$ cat src/hw/rtl/srec_pkg.sv
// Shared types, character codes and the hex digit function of the S3 record encoder.
`timescale 1ns / 1ps

package srec_pkg;

    localparam logic [7:0] CH_S        = 8'h53;
    localparam logic [7:0] CH_3        = 8'h33;
    localparam logic [7:0] CH_CR       = 8'h0D;
    localparam logic [7:0] CH_LF       = 8'h0A;
    localparam logic [7:0] COUNT_EXTRA = 8'd5;

    // One finished record waiting for the character sequencer
    typedef struct packed {
        logic [7:0]  count;
        logic [31:0] addr;
        logic        last;
    } srec_desc_t;

    // Record queue status seen by both halves
    typedef struct packed {
        logic valid;
        logic full;
        logic rd_bank;
    } srec_dq_status_t;

    function automatic logic [7:0] hex_char(input logic [3:0] nib);
        logic [7:0] wide;
        wide = {4'h0, nib};
        if (nib < 4'd10)
        begin
            return 8'h30 + wide;
        end
        return 8'h37 + wide;
    endfunction

endpackage

$ cat src/hw/rtl/srec_buf.sv
// Two-bank data byte store with one write port and a registered read port.
`timescale 1ns / 1ps

module srec_buf #(
    parameter int AW = 5
) (
    input  logic          clk,
    input  logic          wr_en,
    input  logic [AW-1:0] wr_addr,
    input  logic [7:0]    wr_data,
    input  logic [AW-1:0] rd_addr,
    output logic [7:0]    rd_data
);

    localparam int DEPTH = 2 ** AW;

    logic [7:0] mem [DEPTH];
    logic [7:0] rd_data_reg;

    always_ff @(posedge clk)
    begin
        if (wr_en)
        begin
            mem[wr_addr] <= wr_data;
        end
        rd_data_reg <= mem[rd_addr];
    end

    assign rd_data = rd_data_reg;

endmodule

$ cat src/hw/rtl/srec_dq.sv
// Two-entry queue of finished records, one entry for each buffer bank.
`timescale 1ns / 1ps

module srec_dq (
    input  logic                      clk,
    input  logic                      rst_n,
    input  logic                      push,
    input  srec_pkg::srec_desc_t      push_desc,
    input  logic                      pop,
    output srec_pkg::srec_desc_t      head,
    output srec_pkg::srec_dq_status_t status
);

    import srec_pkg::*;

    srec_desc_t entry_reg [2];
    logic       wptr_reg;
    logic       rptr_reg;
    logic [1:0] count_reg;
    logic [1:0] count_next;

    always_comb
    begin
        count_next = count_reg;
        if (push && !pop)
        begin
            count_next = count_reg + 2'd1;
        end
        else if (pop && !push)
        begin
            count_next = count_reg - 2'd1;
        end
    end

    always_ff @(posedge clk or negedge rst_n)
    begin
        if (!rst_n)
        begin
            wptr_reg  <= 1'b0;
            rptr_reg  <= 1'b0;
            count_reg <= 2'd0;
        end
        else
        begin
            if (push)
            begin
                wptr_reg <= ~wptr_reg;
            end
            if (pop)
            begin
                rptr_reg <= ~rptr_reg;
            end
            count_reg <= count_next;
        end
    end

    always_ff @(posedge clk)
    begin
        if (push)
        begin
            entry_reg[wptr_reg] <= push_desc;
        end
    end

    assign head           = entry_reg[rptr_reg];
    assign status.valid   = (count_reg != 2'd0);
    assign status.full    = (count_reg == 2'd2);
    assign status.rd_bank = rptr_reg;

endmodule

$ cat src/hw/rtl/srec_front.sv
// Byte intake: fills the current bank, tracks offsets and closes records.
`timescale 1ns / 1ps

module srec_front #(
    parameter int N = 16
) (
    input  logic                     clk,
    input  logic                     rst_n,
    input  logic                     cfg_we,
    input  logic [31:0]              cfg_wdata,
    input  logic                     push,
    output logic                     full,
    input  logic [7:0]               data_byte,
    input  logic                     final_byte,
    input  srec_pkg::srec_dq_status_t dq_status,
    output logic                     buf_we,
    output logic [$clog2(N > 1 ? N : 2):0] buf_waddr,
    output logic [7:0]               buf_wdata,
    output logic                     desc_push,
    output srec_pkg::srec_desc_t     desc
);

    import srec_pkg::*;

    localparam int IDX_W = $clog2(N > 1 ? N : 2);
    localparam int CNT_W = $clog2(N + 1);

    logic [31:0]      base_reg;
    logic [CNT_W-1:0] fill_reg;
    logic [CNT_W-1:0] fill_next;
    logic [31:0]      offset_reg;
    logic [31:0]      offset_next;
    logic [31:0]      start_reg;
    logic [31:0]      start_next;
    logic             bank_reg;
    logic             accept;
    logic [31:0]      start_cur;
    logic [CNT_W-1:0] fill_inc;
    logic             flush;

    assign full      = dq_status.full;
    assign accept    = push && !dq_status.full;
    assign start_cur = (fill_reg == '0) ? offset_reg : start_reg;
    assign fill_inc  = fill_reg + CNT_W'(1);
    assign flush     = final_byte || (fill_inc == CNT_W'(N));

    assign buf_we    = accept;
    assign buf_waddr = {bank_reg, fill_reg[IDX_W-1:0]};
    assign buf_wdata = data_byte;

    assign desc_push  = accept && flush;
    assign desc.count = {{(8 - CNT_W){1'b0}}, fill_inc} + COUNT_EXTRA;
    assign desc.addr  = base_reg + start_cur;
    assign desc.last  = final_byte;

    always_comb
    begin
        fill_next   = fill_reg;
        offset_next = offset_reg;
        start_next  = start_reg;
        if (accept)
        begin
            offset_next = offset_reg + 32'd1;
            start_next  = start_cur;
            fill_next   = fill_inc;
            if (flush)
            begin
                fill_next = '0;
            end
            // end of image: next byte opens a fresh image at the base
            if (final_byte)
            begin
                offset_next = 32'd0;
                start_next  = 32'd0;
            end
        end
    end

    always_ff @(posedge clk or negedge rst_n)
    begin
        if (!rst_n)
        begin
            base_reg   <= 32'd0;
            fill_reg   <= '0;
            offset_reg <= 32'd0;
            start_reg  <= 32'd0;
            bank_reg   <= 1'b0;
        end
        else
        begin
            if (cfg_we)
            begin
                base_reg <= cfg_wdata;
            end
            fill_reg   <= fill_next;
            offset_reg <= offset_next;
            start_reg  <= start_next;
            if (desc_push)
            begin
                bank_reg <= ~bank_reg;
            end
        end
    end

endmodule

$ cat src/hw/rtl/srec_back.sv
// Character sequencer: walks one record and drives the result register.
`timescale 1ns / 1ps

module srec_back #(
    parameter int N = 16
) (
    input  logic                     clk,
    input  logic                     rst_n,
    input  srec_pkg::srec_dq_status_t dq_status,
    input  srec_pkg::srec_desc_t     head,
    output logic                     desc_pop,
    output logic [$clog2(N > 1 ? N : 2):0] buf_raddr,
    input  logic [7:0]               buf_rdata,
    output logic                     empty,
    input  logic                     pop,
    output logic [7:0]               ascii_char,
    output logic                     record_end,
    output logic                     image_end
);

    import srec_pkg::*;

    localparam int IDX_W = $clog2(N > 1 ? N : 2);
    localparam int CNT_W = $clog2(N + 1);

    typedef enum logic [2:0] {
        PH_S,
        PH_3,
        PH_CNT,
        PH_ADDR,
        PH_DATA,
        PH_CK,
        PH_CR,
        PH_LF
    } phase_t;

    phase_t           phase_reg, phase_next;
    logic             nib_reg, nib_next;
    logic [1:0]       ab_reg, ab_next;
    logic [CNT_W-1:0] idx_reg, idx_next;
    logic [7:0]       sum_reg, sum_next;
    logic [7:0]       byte_reg, byte_next;
    logic             out_valid_reg, out_valid_next;
    logic [7:0]       char_reg, char_next;
    logic             rec_end_reg, rec_end_next;
    logic             img_end_reg, img_end_next;

    logic             go;
    logic [7:0]       addr_byte;
    logic [7:0]       ck;
    logic [7:0]       dlen8;
    logic [CNT_W-1:0] dlen;

    assign go        = dq_status.valid && (!out_valid_reg || pop);
    assign ck        = ~sum_reg;
    assign dlen8     = head.count - COUNT_EXTRA;
    assign dlen      = dlen8[CNT_W-1:0];
    assign buf_raddr = {dq_status.rd_bank, idx_reg[IDX_W-1:0]};

    always_comb
    begin
        case (ab_reg)
            2'd0:    addr_byte = head.addr[31:24];
            2'd1:    addr_byte = head.addr[23:16];
            2'd2:    addr_byte = head.addr[15:8];
            2'd3:    addr_byte = head.addr[7:0];
            default: addr_byte = head.addr[7:0];
        endcase
    end

    always_comb
    begin
        phase_next     = phase_reg;
        nib_next       = nib_reg;
        ab_next        = ab_reg;
        idx_next       = idx_reg;
        sum_next       = sum_reg;
        byte_next      = byte_reg;
        out_valid_next = out_valid_reg;
        char_next      = char_reg;
        rec_end_next   = rec_end_reg;
        img_end_next   = img_end_reg;
        desc_pop       = 1'b0;
        if (!go && pop)
        begin
            out_valid_next = 1'b0;
        end
        if (go)
        begin
            out_valid_next = 1'b1;
            rec_end_next   = 1'b0;
            img_end_next   = 1'b0;
            case (phase_reg)
                PH_S:
                begin
                    char_next  = CH_S;
                    sum_next   = head.count;
                    phase_next = PH_3;
                end
                PH_3:
                begin
                    char_next  = CH_3;
                    nib_next   = 1'b0;
                    phase_next = PH_CNT;
                end
                PH_CNT:
                begin
                    char_next = hex_char(nib_reg ? head.count[3:0] : head.count[7:4]);
                    nib_next  = ~nib_reg;
                    if (nib_reg)
                    begin
                        ab_next    = 2'd0;
                        phase_next = PH_ADDR;
                    end
                end
                PH_ADDR:
                begin
                    char_next = hex_char(nib_reg ? addr_byte[3:0] : addr_byte[7:4]);
                    nib_next  = ~nib_reg;
                    if (nib_reg)
                    begin
                        sum_next = sum_reg + addr_byte;
                        ab_next  = ab_reg + 2'd1;
                        if (ab_reg == 2'd3)
                        begin
                            phase_next = PH_DATA;
                        end
                    end
                end
                PH_DATA:
                begin
                    nib_next = ~nib_reg;
                    if (!nib_reg)
                    begin
                        // hold the byte and advance the read address for the next one
                        char_next = hex_char(buf_rdata[7:4]);
                        byte_next = buf_rdata;
                        idx_next  = idx_reg + CNT_W'(1);
                    end
                    else
                    begin
                        char_next = hex_char(byte_reg[3:0]);
                        sum_next  = sum_reg + byte_reg;
                        if (idx_reg == dlen)
                        begin
                            phase_next = PH_CK;
                        end
                    end
                end
                PH_CK:
                begin
                    char_next = hex_char(nib_reg ? ck[3:0] : ck[7:4]);
                    nib_next  = ~nib_reg;
                    if (nib_reg)
                    begin
                        phase_next = PH_CR;
                    end
                end
                PH_CR:
                begin
                    char_next  = CH_CR;
                    phase_next = PH_LF;
                end
                PH_LF:
                begin
                    char_next    = CH_LF;
                    rec_end_next = 1'b1;
                    img_end_next = head.last;
                    desc_pop     = 1'b1;
                    idx_next     = '0;
                    phase_next   = PH_S;
                end
                default:
                begin
                    phase_next = PH_S;
                end
            endcase
        end
    end

    always_ff @(posedge clk or negedge rst_n)
    begin
        if (!rst_n)
        begin
            phase_reg     <= PH_S;
            nib_reg       <= 1'b0;
            ab_reg        <= 2'd0;
            idx_reg       <= '0;
            sum_reg       <= 8'd0;
            byte_reg      <= 8'd0;
            out_valid_reg <= 1'b0;
            char_reg      <= 8'd0;
            rec_end_reg   <= 1'b0;
            img_end_reg   <= 1'b0;
        end
        else
        begin
            phase_reg     <= phase_next;
            nib_reg       <= nib_next;
            ab_reg        <= ab_next;
            idx_reg       <= idx_next;
            sum_reg       <= sum_next;
            byte_reg      <= byte_next;
            out_valid_reg <= out_valid_next;
            char_reg      <= char_next;
            rec_end_reg   <= rec_end_next;
            img_end_reg   <= img_end_next;
        end
    end

    assign empty      = !out_valid_reg;
    assign ascii_char = char_reg;
    assign record_end = rec_end_reg;
    assign image_end  = img_end_reg;

endmodule

$ cat src/hw/rtl/srec_s3_record_encoder_unit.sv
// Top level of the S3 record encoder: intake, record queue, byte store, sequencer.
// Usage:
//   Input queue: present data_byte and final_byte with push; a transfer happens
//   when push is high and full is low. Each byte goes into the current bank of
//   a two-bank store; a bank closes as a record when it holds RECORD_DATA_BYTES
//   bytes or when final_byte is set.
//   Result queue: while empty is low, ascii_char, record_end and image_end show
//   the oldest character; pop high takes it. record_end marks the closing LF,
//   image_end the LF of the record closed by final_byte.
//   cfg_we loads cfg_wdata into the base address, used when a record closes.
//   With the sequencer idle, the closed record passes through the record queue
//   and the sequencer then registers the leading 'S' into the character register.
//   Throughput: while pop keeps up, the sequencer puts out one character per cycle;
//   a record of L bytes is 16 + 2*L characters and a full 16-byte record is 48
//   characters. Input runs freely while a bank is free.
//   full is high while both banks hold closed records, until the sequencer
//   loads the LF of the older one.
//   When the receiver stalls, the character register holds and the sequencer
//   waits; intake carries on into the free bank.
//   Reset clears the base address, offsets, fill count and both queues.
`timescale 1ns / 1ps

module srec_s3_record_encoder_unit #(
    parameter int RECORD_DATA_BYTES = 16
) (
    input  logic        clk,
    input  logic        rst_n,
    input  logic        cfg_we,
    input  logic [31:0] cfg_wdata,
    input  logic        push,
    output logic        full,
    input  logic [7:0]  data_byte,
    input  logic        final_byte,
    output logic        empty,
    input  logic        pop,
    output logic [7:0]  ascii_char,
    output logic        record_end,
    output logic        image_end
);

    import srec_pkg::*;

    localparam int IDX_W = $clog2(RECORD_DATA_BYTES > 1 ? RECORD_DATA_BYTES : 2);

    srec_dq_status_t dq_status;
    srec_desc_t      push_desc;
    srec_desc_t      head;
    logic            desc_push;
    logic            desc_pop;
    logic            buf_we;
    logic [IDX_W:0]  buf_waddr;
    logic [7:0]      buf_wdata;
    logic [IDX_W:0]  buf_raddr;
    logic [7:0]      buf_rdata;

    srec_front #(
        .N(RECORD_DATA_BYTES)
    ) u_front (
        .clk        (clk),
        .rst_n      (rst_n),
        .cfg_we     (cfg_we),
        .cfg_wdata  (cfg_wdata),
        .push       (push),
        .full       (full),
        .data_byte  (data_byte),
        .final_byte (final_byte),
        .dq_status  (dq_status),
        .buf_we     (buf_we),
        .buf_waddr  (buf_waddr),
        .buf_wdata  (buf_wdata),
        .desc_push  (desc_push),
        .desc       (push_desc)
    );

    srec_dq u_dq (
        .clk       (clk),
        .rst_n     (rst_n),
        .push      (desc_push),
        .push_desc (push_desc),
        .pop       (desc_pop),
        .head      (head),
        .status    (dq_status)
    );

    srec_buf #(
        .AW(IDX_W + 1)
    ) u_buf (
        .clk     (clk),
        .wr_en   (buf_we),
        .wr_addr (buf_waddr),
        .wr_data (buf_wdata),
        .rd_addr (buf_raddr),
        .rd_data (buf_rdata)
    );

    srec_back #(
        .N(RECORD_DATA_BYTES)
    ) u_back (
        .clk        (clk),
        .rst_n      (rst_n),
        .dq_status  (dq_status),
        .head       (head),
        .desc_pop   (desc_pop),
        .buf_raddr  (buf_raddr),
        .buf_rdata  (buf_rdata),
        .empty      (empty),
        .pop        (pop),
        .ascii_char (ascii_char),
        .record_end (record_end),
        .image_end  (image_end)
    );

endmodule

$ cat config.mk
export PLATFORM = sky130hd
export DESIGN_NAME = srec_s3_record_encoder_unit
export DESIGN_NICKNAME = d
export VERILOG_FILES = /design/src/hw/rtl/srec_pkg.sv /design/src/hw/rtl/srec_buf.sv /design/src/hw/rtl/srec_dq.sv /design/src/hw/rtl/srec_front.sv /design/src/hw/rtl/srec_back.sv /design/src/hw/rtl/srec_s3_record_encoder_unit.sv
export SDC_FILE = /design/constraint.sdc
export NUM_CORES = 1
export LEC_CHECK = 0
export ABC_AREA = 1
export BUFFER_PORTS_ARGS = -buffer_cell sky130_fd_sc_hd__clkbuf_2
export CORE_UTILIZATION = 40
export CTS_BUF_LIST = sky130_fd_sc_hd__clkbuf_2 sky130_fd_sc_hd__clkbuf_4 sky130_fd_sc_hd__clkbuf_8
export DETAILED_ROUTE_END_ITERATION = 7
export HOLD_SLACK_MARGIN = 0.1
export PLACE_DENSITY_LB_ADDON = 0.15
export SLEW_MARGIN = 10
export SYNTH_ARGS = -nofsm -noshare
export SYNTH_HDL_FRONTEND = slang
export SYNTH_SLANG_ARGS = --single-unit
$ cat constraint.sdc
create_clock -name clk -period 6.4 [get_ports clk]
set_input_delay 0.64 -clock clk [delete_from_list [all_inputs] [get_ports clk]]
set_output_delay 0.64 -clock clk [all_outputs]
set_load 0.02 [all_outputs]
==> run summary, run 1 <==
The run finished with clean final reports. The data arrival time of the critical path was 4.54 ns. In this run the number of H-tree levels came out at 3.

In this run the register-to-register setup slack is 2.27 ns. The tools report the quantity of gates resized following cts as 0. The global routing usage summed across all routing layers came out at 0.218. The cell area that synthesis handed to floorplanning was 23500 sq um. After the last flow step, the layout net total stands at 2552. The switching part of the total works out to 0.399.

Setup repair after global routing left no endpoint under its margin. The critical path class is reg2reg. The share of layout cells above drive strength 1 works out to 0.116.

The signal on the critical path passes through inv_1 > ha_1 > nand3_2 > buf_4 > o21ai_0 > ha_1 > inv_1 > fa_1 > o21ai_1 > a21oi_1 > o21ai_0 > a21o_1 > nand2_1 > nand3_1 > nand2_1. The total area inside the core boundary comes to 57800 sq um. Along the worst hold path, the cell count comes to 2. The final layout contains routed wiring with a total length of 64600 um.

Number of flops mapped to enable cells by yosys: 334. The tools report the final routed DRC violation total as 0. The final-layout worst hold slack was 0.172 ns. The critical path startpoint category is a flop. Clock share of power: 0.268. The number of max-cap violations was 0. The sequential share of power was 0.373; the minimum clock period after layout was 4.13 ns. Across the VDD grid, the largest voltage drop is 0.218 mV.

Remaining antenna violation count after routing: 0. In this run the worst path has a maximum fanout of 40. The tools report the final number of max-transition violations as 0. Setup violations remaining at the end of the flow were counted as 0. The final routed wire length divided by cell count is 19.7 um.

The most common library cell in the layout ignoring fill and taps was sky130_fd_sc_hd__nand2_1. In this run, CTS created clock tree buffers numbering 85. The max-slew headroom at the worst pin is 0.202, and the number of antenna violations at the first check in global routing is 0. The run gives 17588 as the overall via count from detail_route. For hold timing, the worst endpoint is u_back.out_valid_reg$_DFFE_PN0P_. Buffers placed on the I/O ports in this run total 56.

The final count of hold timing violations is 0. The area growth from synthesis to layout came out at 11.5%. The endpoint identified for the worst register-to-register timing path is u_dq.entry_reg[1][23]$_DFFE_PP_.

The tools report the half-perimeter wire length after placement as 43200 um. The cell with the largest stage delay on the worst path is sky130_fd_sc_hd__dfrtp_1. Counting every sink on the clock net gives 485. The floorplan step defined a die boundary enclosing 59600 sq um. The tools report the total leakage power as 10.4 nW. The tools report the launch point of the worst hold path as pop. Measured in cells, the most critical reg-to-reg path has a length of 15.

In this run the power spent charging and discharging nets is 4.31 mW. Worst reg2reg path startpoint: u_front.fill_reg[0]$_DFFE_PN0P_. Timing would allow up to 242 MHz. TritonCTS built the clock tree. STA puts the critical path data required time at 6.80 ns.

The power density over cell area is 413 nW/um^2. The root buffer cell chosen for the clock tree is sky130_fd_sc_hd__clkbuf_8. For this run, the slowest stage of the critical path takes 0.47 ns. Overall overflow remaining after global route: 0.

The cell internal power dissipation is 6.48 mW, and the number of DRC violations after detailed-routing iteration 0 is 1329. For this run, the leading register cell type out of synthesis is sky130_fd_sc_hd__edfxtp_1. Entering global routing, the biggest net connects 77 pins. For the effective utilization at floorplan, the log shows 0.406. The tools report the number of warnings issued by yosys as 0. Counting distinct cell types in the post-synthesis netlist gives 57. The average instance in the mapped netlist occupies 9.84 sq um. The run gives 0.359 as the power share of the combinational group. Adding up every negative setup slack in the final design gives 0 ns. The register with the most flip-flops in the layout has 256 of them.

In the synthesized netlist, the number of instances is 2384. The sequential area share after synthesis is 0.587, and the later-pin clock latency in the skew report is 0.68 ns. STA classifies the critical path endpoint as a flop. The die width came out at 244 um. The initialized floorplan defines 88 standard-cell rows.

In the layout the commonest cells are 455 x sky130_fd_sc_hd__nand2_1, 334 x sky130_fd_sc_hd__edfxtp_1, 263 x sky130_fd_sc_hd__o21ai_0. Counting along the longest clock path gives a buffer depth of 3. Die boundary height: 244 um. The count of pins on the block boundary was 58. At the end of routability-driven placement, the weighted congestion stood at 0.880. Clock skew on the completed layout was measured at 0.0360 ns. The worst hold path belongs to the class in2reg. The per-cell via count in the routed design works out to 5.37. When the netlist entered floorplanning its net count stood at 2493. The run gives 0 as the antenna diode instance count. Via count of the first global-routing pass: 16869. The flop and latch count out of synthesis is 485.

For the pin with the worst max-slew slack, the measured transition is 1.19 ns. The proportion of register bits with asynchronous set or reset after synthesis was 0.295; the clock-pin slew reported for the worst setup and hold paths after clock tree synthesis was 0.06 ns. The share of the cycle needed by the critical path after routing is 0.646. The first detailed-routing pass ran for 7 iterations. Global-route wire length before repair: 100000 um.
-- timing repair --
item                      in CTS  in global routing
buffers inserted               0                  0
hold endpoints to repair      67                  0
hold buffers                   1                  0
-- worst max-delay path: cells and delay by family (launching register included) --
family	cells	cell delay, ns
AOI/OAI and AO/OA	5	1.31
adders and majority gates	3	0.82
buffers and inverters	3	0.63
DFF	1	0.47
and+or+nand+nor	4	0.62
-- power groups by stage --
| stage | Clock [mW] | Sequential (mW) | Combinational [mW] |
|---|---|---|---|
| 2_1_floorplan | 0 | 3.97 | 2.74 |
| 5_1_grt | 3.10 | 4.07 | 4.33 |
| 3_3_place_gp | 0 | 4.08 | 3.81 |
| 4_1_cts | 2.96 | 4.03 | 3.87 |
| 3_5_place_dp | 0 | 4.09 | 3.85 |
| 6_report | 2.89 | 4.03 | 3.87 |
-- how the worst max path moves through the flow --
| stage | from | to | slack, ns |
|---|---|---|---|
| floorplan | u_front.fill_reg[0]$_DFFE_PN0P_ | u_dq.entry_reg[1][0]$_DFFE_PP_ | 2.95 |
| global placement | u_front.fill_reg[0]$_DFFE_PN0P_ | u_dq.entry_reg[0][21]$_DFFE_PP_ | 2.31 |
| detailed placement | u_front.fill_reg[0]$_DFFE_PN0P_ | u_dq.entry_reg[1][21]$_DFFE_PP_ | 2.28 |
| CTS | u_front.fill_reg[0]$_DFFE_PN0P_ | u_dq.entry_reg[0][21]$_DFFE_PP_ | 2.25 |
| global route | u_front.fill_reg[0]$_DFFE_PN0P_ | u_dq.entry_reg[0][21]$_DFFE_PP_ | 1.88 |
| finish | u_front.fill_reg[0]$_DFFE_PN0P_ | u_dq.entry_reg[1][23]$_DFFE_PP_ | 2.27 |
-- metal layers --
| metal | track usage | wire [um] | vias to the layer above |
|---|---|---|---|
| met5 | 0 | 0 | - |
| met4 | 0.0651 | 1260 | 0 |
| met3 | 0.0326 | 2940 | 82 |
| met2 | 0.354 | 30700 | 441 |
| met1 | 0.303 | 29700 | 8620 |
| li1 | - | - | 8445 |
-- metrics by stage --
| stage | instance area (sq um) | power [mW] | worst slack, ns | util | instances |
|---|---|---|---|---|---|
| final | 26100 | 10.8 | 2.27 | 0.452 | 3275 |
| after global placement | 24400 | 7.89 | 2.31 | 0.422 | 3120 |
| after floorplan | 23500 | 6.71 | 2.95 | - | 2384 |
| after detailed placement | 24400 | 7.94 | 2.28 | 0.422 | 3120 |
| after global routing | 26100 | 11.5 | 1.88 | 0.452 | 3275 |
| after CTS | 26100 | 10.9 | 2.25 | 0.452 | 3275 |
-- kinds of logic (layout without fill, tap and decap cells) --
family	Yosys count	in the layout	share of synthesized area
and+or+nand+nor	958	958	0.173
AOI/OAI and AO/OA	504	504	0.121
DFF	485	485	0.587
buffers and inverters	288	414	0.0495
adders and majority gates	63	63	0.0342
xor gates and xnor gates	53	53	0.0198
muxes	32	32	0.0153
other	1	1	0.000160
-- synthesized netlist by cell type (32+ instances only) --
library cell               number  area, sq um
sky130_fd_sc_hd__clkbuf_1      65          244
sky130_fd_sc_hd__o21ai_0      263         1320
sky130_fd_sc_hd__inv_1        177          664
sky130_fd_sc_hd__o22ai_1       50          313
sky130_fd_sc_hd__a21oi_1       96          480
sky130_fd_sc_hd__dfrtp_1      143         3580
sky130_fd_sc_hd__nor2_1       263          987
sky130_fd_sc_hd__nand3_1      139          696
sky130_fd_sc_hd__nand4_1       32          200
sky130_fd_sc_hd__edfxtp_1     334        10000
sky130_fd_sc_hd__xor2_1        42          368
sky130_fd_sc_hd__ha_1          61          763
sky130_fd_sc_hd__nand2_1      455         1710
-- cell type report --
class / count / area, sq um
fill: 5604 / 31700
multi-input combinational: 1611 / 8550
clock inverter: 29 / 203
sequential: 485 / 13800
inverter: 189 / 718
clock buffer: 125 / 1530
tap: 765 / 957
timing repair buffer: 71 / 414
Note: power is estimated with default switching activity, not from simulation.
==> run 2: changes to the inputs <==
--- a/config.mk
+++ b/config.mk
@@ -5,7 +5,7 @@
 export SDC_FILE = /design/constraint.sdc
 export NUM_CORES = 1
 export LEC_CHECK = 0
-export ABC_AREA = 1
+export ABC_AREA = 0
 export BUFFER_PORTS_ARGS = -buffer_cell sky130_fd_sc_hd__clkbuf_2
 export CORE_UTILIZATION = 40
 export CTS_BUF_LIST = sky130_fd_sc_hd__clkbuf_2 sky130_fd_sc_hd__clkbuf_4 sky130_fd_sc_hd__clkbuf_8
==> constraint.sdc (replaced) <==
create_clock -name clk -period 4.1 [get_ports clk]
set_input_delay 0.41 -clock clk [delete_from_list [all_inputs] [get_ports clk]]
set_output_delay 0.41 -clock clk [all_outputs]
set_load 0.02 [all_outputs]
==> run summary, run 2 <==
The clock tree root driver cell was sky130_fd_sc_hd__clkbuf_8 (unchanged). Count of distinct cell types in the synthesized netlist: 84 (was 57). The run gives 1677 (was 2493) as the net count of the mapped netlist. The tools report the reg-to-reg critical path endpoint as u_dq.entry_reg[1][32]$_DFFE_PP_ (was u_dq.entry_reg[1][23]$_DFFE_PP_). The most used standard cell by instance count after synthesis was sky130_fd_sc_hd__edfxtp_1 (was sky130_fd_sc_hd__nand2_1). Number of clock sinks: 485 (unchanged).

Number of antenna violations at the first check in global routing: 0 (unchanged). The TritonCTS buffer count was 85 (unchanged). The worst voltage drop across the vdd grid is 0.318 mV (was 0.218 mV), and the number of cells on the worst hold path is 4 (was 2). The post-CTS setup repair buffer count was 0 (unchanged). Final-layout worst hold slack: 0.233 ns (was 0.172 ns).

The logs give 258 MHz (was 242 MHz) for the achievable clock frequency and 82100 um (was 100000 um) for the global-route wire length before repair. The die boundary height works out to 238 um (was 244 um). The cell accounting for the most synthesized area was sky130_fd_sc_hd__edfxtp_1 (unchanged). The logs give 0.217 ns (was 2.27 ns) for the setup slack of the critical path after layout and 52500 um (was 64600 um) for the overall routed net length. The die width was 238 um (was 244 um).

The run finished with clean final reports. Transition time at the pin with the least slew margin: 1.04 ns (was 1.19 ns). The number of max-cap violations was 0 (unchanged). The final routed wire length divided by cell count was 20.7 um (was 19.7 um); the area of the die was 56900 sq um (was 59600 sq um). For the via count of the first global-routing pass, the log shows 13939 (was 16869). The pre-CTS setup slack was 0.145 ns (was 2.28 ns). The tools report the critical path startpoint category as a flop (unchanged). The minimum clock period after layout works out to 3.88 ns (was 4.13 ns). For the max-slew headroom at the worst pin, the log shows 0.305 (was 0.202). The switching part of the total works out to 0.334 (was 0.399). The prevailing post-synth register cell is sky130_fd_sc_hd__edfxtp_1 (unchanged). The run gives 0 (unchanged) as the number of warnings issued by yosys. The sequential area share after synthesis is 0.616 (was 0.587), and the effective utilization at floorplan is 0.405 (was 0.406). The number of flip-flops in the largest register came out at 256 (unchanged). The per-cell via count in the routed design came out at 5.34 (was 5.37). The data arrival time of the critical path was 4.27 ns (was 4.54 ns). Share of the synthesized area in the top cell type: 0.448 (was 0.428). The clock share of power was 0.283 (was 0.268).

Area growth from synthesis to layout: 15.4% (was 11.5%). The tools report the launch point of the worst hold path as push (was pop). The logs give 0 (unchanged) for the overall overflow remaining after global route and 2349 (was 3120) for the placed cell count.

Standard cell area after detailed placement: 23700 sq um (was 24400 sq um). The half-perimeter wire length after placement was 34800 um (was 43200 um); the worst endpoint required time was 4.49 ns (was 6.80 ns). Type of destination of the critical path: a flop (unchanged). Most frequent cells in the layout: 334 x sky130_fd_sc_hd__edfxtp_1, 141 x sky130_fd_sc_hd__dfrtp_1, 116 x sky130_fd_sc_hd__nor2_1 (was 455 x sky130_fd_sc_hd__nand2_1, 334 x sky130_fd_sc_hd__edfxtp_1, 263 x sky130_fd_sc_hd__o21ai_0). The total leakage power is 9.66 nW (was 10.4 nW).

Final routed DRC violation total: 0 (unchanged). The cell internal power dissipation came out at 10.5 mW (was 6.48 mW). The proportion of register bits with asynchronous set or reset after synthesis was 0.295 (unchanged); the final standard cell area without fillers was 25800 sq um (was 26100 sq um). The logs give 0 (unchanged) for the final number of setup-violating endpoints and 0.191 (was 0.218) for the global routing usage summed across all routing layers. Type of the worst min-delay path: in2reg (unchanged). The count of pins on the block boundary came out at 58 (unchanged).

The maximum buffer depth of the clock tree was 3 (unchanged); the maximum fanout along the worst path was 22 (was 40). The run gives 5 (was 7) as the number of optimization iterations in the first detailed-route pass. The critical path class was reg2reg (unchanged). The number of instances in the synthesized netlist is 1568 (was 2384), and the share of the cycle needed by the critical path after routing is 0.947 (was 0.646).

The final weighted congestion in routability-driven placement is 0.874 (was 0.880). Count of input and output buffers: 56 (unchanged). The number of H-tree branching levels was 3 (unchanged). The tools report the sequential share of power as 0.400 (was 0.373).

The number of flops mapped to enable cells by yosys is 334 (unchanged). Top post-synthesis cells by area: sky130_fd_sc_hd__edfxtp_1 45%, sky130_fd_sc_hd__dfrtp_1 16%, sky130_fd_sc_hd__mux4_2 8.9%, sky130_fd_sc_hd__mux2_2 4.0%, sky130_fd_sc_hd__ha_1 3.4% (was sky130_fd_sc_hd__edfxtp_1 43%, sky130_fd_sc_hd__dfrtp_1 15%, sky130_fd_sc_hd__nand2_1 7.3%, sky130_fd_sc_hd__o21ai_0 5.6%, sky130_fd_sc_hd__nor2_1 4.2%). The run gives 0.467 (was 0.452) as the fraction of the core area covered by cells at the end of the flow. Overall power of the completed layout: 15.8 mW (was 10.8 mW). The most common library cell in the layout ignoring fill and taps is sky130_fd_sc_hd__edfxtp_1 (was sky130_fd_sc_hd__nand2_1). The overall via count from detail_route was 13543 (was 17588).

TritonCTS built the clock tree. The tools report the flop-to-flop setup slack as 0.22 ns (was 2.27 ns). The mean cell area of the mapped netlist came out at 14.3 sq um (was 9.84 sq um).

The run gives 86 (was 88) as the cell row count. The worst reg2reg path startpoint was u_front.fill_reg[1]$_DFFE_PN0P_ (was u_front.fill_reg[0]$_DFFE_PN0P_). The length in cells of the worst reg-to-reg path was 14 (was 15); the final number of max-transition violations was 0 (unchanged). The remaining antenna violation count after routing was 0 (unchanged); the flop and latch count out of synthesis was 485 (unchanged). The aggregate negative setup slack was 0 ns (unchanged); the share of layout cells above drive strength 1 was 0.251 (was 0.116). The clock-pin slew reported for the worst setup and hold paths after clock tree synthesis works out to 0.06 ns (about the same). The logs give 984 (was 1329) for the number of DRC violations after detailed-routing iteration 0 and 0.66 ns (was 0.68 ns) for the later-pin clock latency in the skew report. The largest net degree at the start of global routing was 92 (was 77); the filler-free cell count of the finished design was 2535 (was 3275). The run gives 1831 (was 2552) as the net count of the finished layout. Setup repair after global routing left no endpoint under its margin. The power share of the combinational group is 0.317 (was 0.359), and the power density over cell area is 611 nW/um^2 (was 413 nW/um^2).

Synth cell count leaders: 334 x sky130_fd_sc_hd__edfxtp_1, 143 x sky130_fd_sc_hd__dfrtp_1, 117 x sky130_fd_sc_hd__nor2_1, 105 x sky130_fd_sc_hd__nand2_1, 88 x sky130_fd_sc_hd__mux4_2 (was 455 x sky130_fd_sc_hd__nand2_1, 334 x sky130_fd_sc_hd__edfxtp_1, 263 x sky130_fd_sc_hd__nor2_1, 263 x sky130_fd_sc_hd__o21ai_0, 177 x sky130_fd_sc_hd__inv_1). The logs give 0.0308 ns (was 0.0360 ns) for the setup clock skew after layout and 4823 (was 5604) for the number of fillers in the final layout. Area of the core: 55200 sq um (was 57800 sq um).

The terminating pin of the worst hold path was u_front.offset_reg[1]$_DFFE_PN0P_ (was u_back.out_valid_reg$_DFFE_PN0P_). Final count of hold timing violations: 0 (unchanged). The logs give 5.27 mW (was 4.31 mW) for the switching power summed over all nets and 22400 sq um (was 23500 sq um) for the area of the mapped netlist.
run 2: per-layer routing:
layer | vias up | wire length [um] | GRT usage | share of wire
met5 | - | 0 | 0 | 0
met4 | 0 | 799 | 0.0565 | 0.015
met3 | 56 | 2540 | 0.0338 | 0.048
met2 | 312 | 23800 | 0.292 | 0.45
met1 | 6862 | 25400 | 0.278 | 0.48
li1 | 6313 | - | - | -
run 2: repair_timing:
action / in CTS / in global routing
resized for setup: 0 / 7
setup endpoints to repair: 0 / 10
hold buffers: 34 / 0
hold endpoints to repair: 123 / 0
run 2: area by class of cell:
type	instances	area [sq um]	area share
antenna	1	2.50	0.0000970
tap	748	936	0.0363
clock inverter	25	196	0.00761
clock buffer	126	1500	0.0582
multi-input combinational	953	8120	0.315
sequential	485	13800	0.534
inverter	59	221	0.00858
timing repair buffer	138	1050	0.0407
run 2: worst max-delay path by stage:
stage          cells past startpoint                            start  slack (ns)                         endpoint
3_3_place_gp                      13  u_front.fill_reg[0]$_DFFE_PN0P_        0.17  u_dq.entry_reg[0][32]$_DFFE_PP_
2_1_floorplan                     14  u_front.fill_reg[0]$_DFFE_PN0P_       0.002  u_dq.entry_reg[0][32]$_DFFE_PP_
4_1_cts                           13  u_front.fill_reg[1]$_DFFE_PN0P_        0.13  u_dq.entry_reg[0][32]$_DFFE_PP_
5_1_grt                           14  u_front.fill_reg[1]$_DFFE_PN0P_       0.004  u_dq.entry_reg[1][32]$_DFFE_PP_
3_5_place_dp                      13  u_front.fill_reg[1]$_DFFE_PN0P_        0.15  u_dq.entry_reg[1][32]$_DFFE_PP_
6_report                          14  u_front.fill_reg[1]$_DFFE_PN0P_        0.22  u_dq.entry_reg[1][32]$_DFFE_PP_
run 2: power groups by stage:
stage          sequential [mW]  clock (mW)  combinational (mW)
6_report                  6.31        4.46                5.00
4_1_cts                   6.31        4.58                5.05
3_3_place_gp              6.40           0                4.96
2_1_floorplan             6.17           0                3.62
5_1_grt                   6.37        4.81                5.52
3_5_place_dp              6.41           0                5.00
run 2: cells by family after synthesis:
group           synth area share
mux                        0.135
simple gates              0.0735
compound gates            0.0858
buf+inv                   0.0238
xor+xnor                  0.0302
other cells             0.000168
flops                      0.616
fa+ha+maj                 0.0359
run 2: worst max-delay path, stage by stage (launching register included):
cell                        delay, ns
sky130_fd_sc_hd__dfrtp_1         0.39
sky130_fd_sc_hd__inv_1           0.10
sky130_fd_sc_hd__ha_1            0.18
sky130_fd_sc_hd__nor4b_4         0.25
sky130_fd_sc_hd__buf_12          0.22
sky130_fd_sc_hd__mux2_2          0.37
sky130_fd_sc_hd__ha_2            0.41
sky130_fd_sc_hd__nand3_1         0.14
sky130_fd_sc_hd__or4_1           0.56
sky130_fd_sc_hd__o21bai_1        0.23
sky130_fd_sc_hd__o311ai_4        0.13
sky130_fd_sc_hd__o31ai_4         0.12
sky130_fd_sc_hd__o2111ai_2       0.22
sky130_fd_sc_hd__a2111o_1        0.16
sky130_fd_sc_hd__o211ai_1        0.11
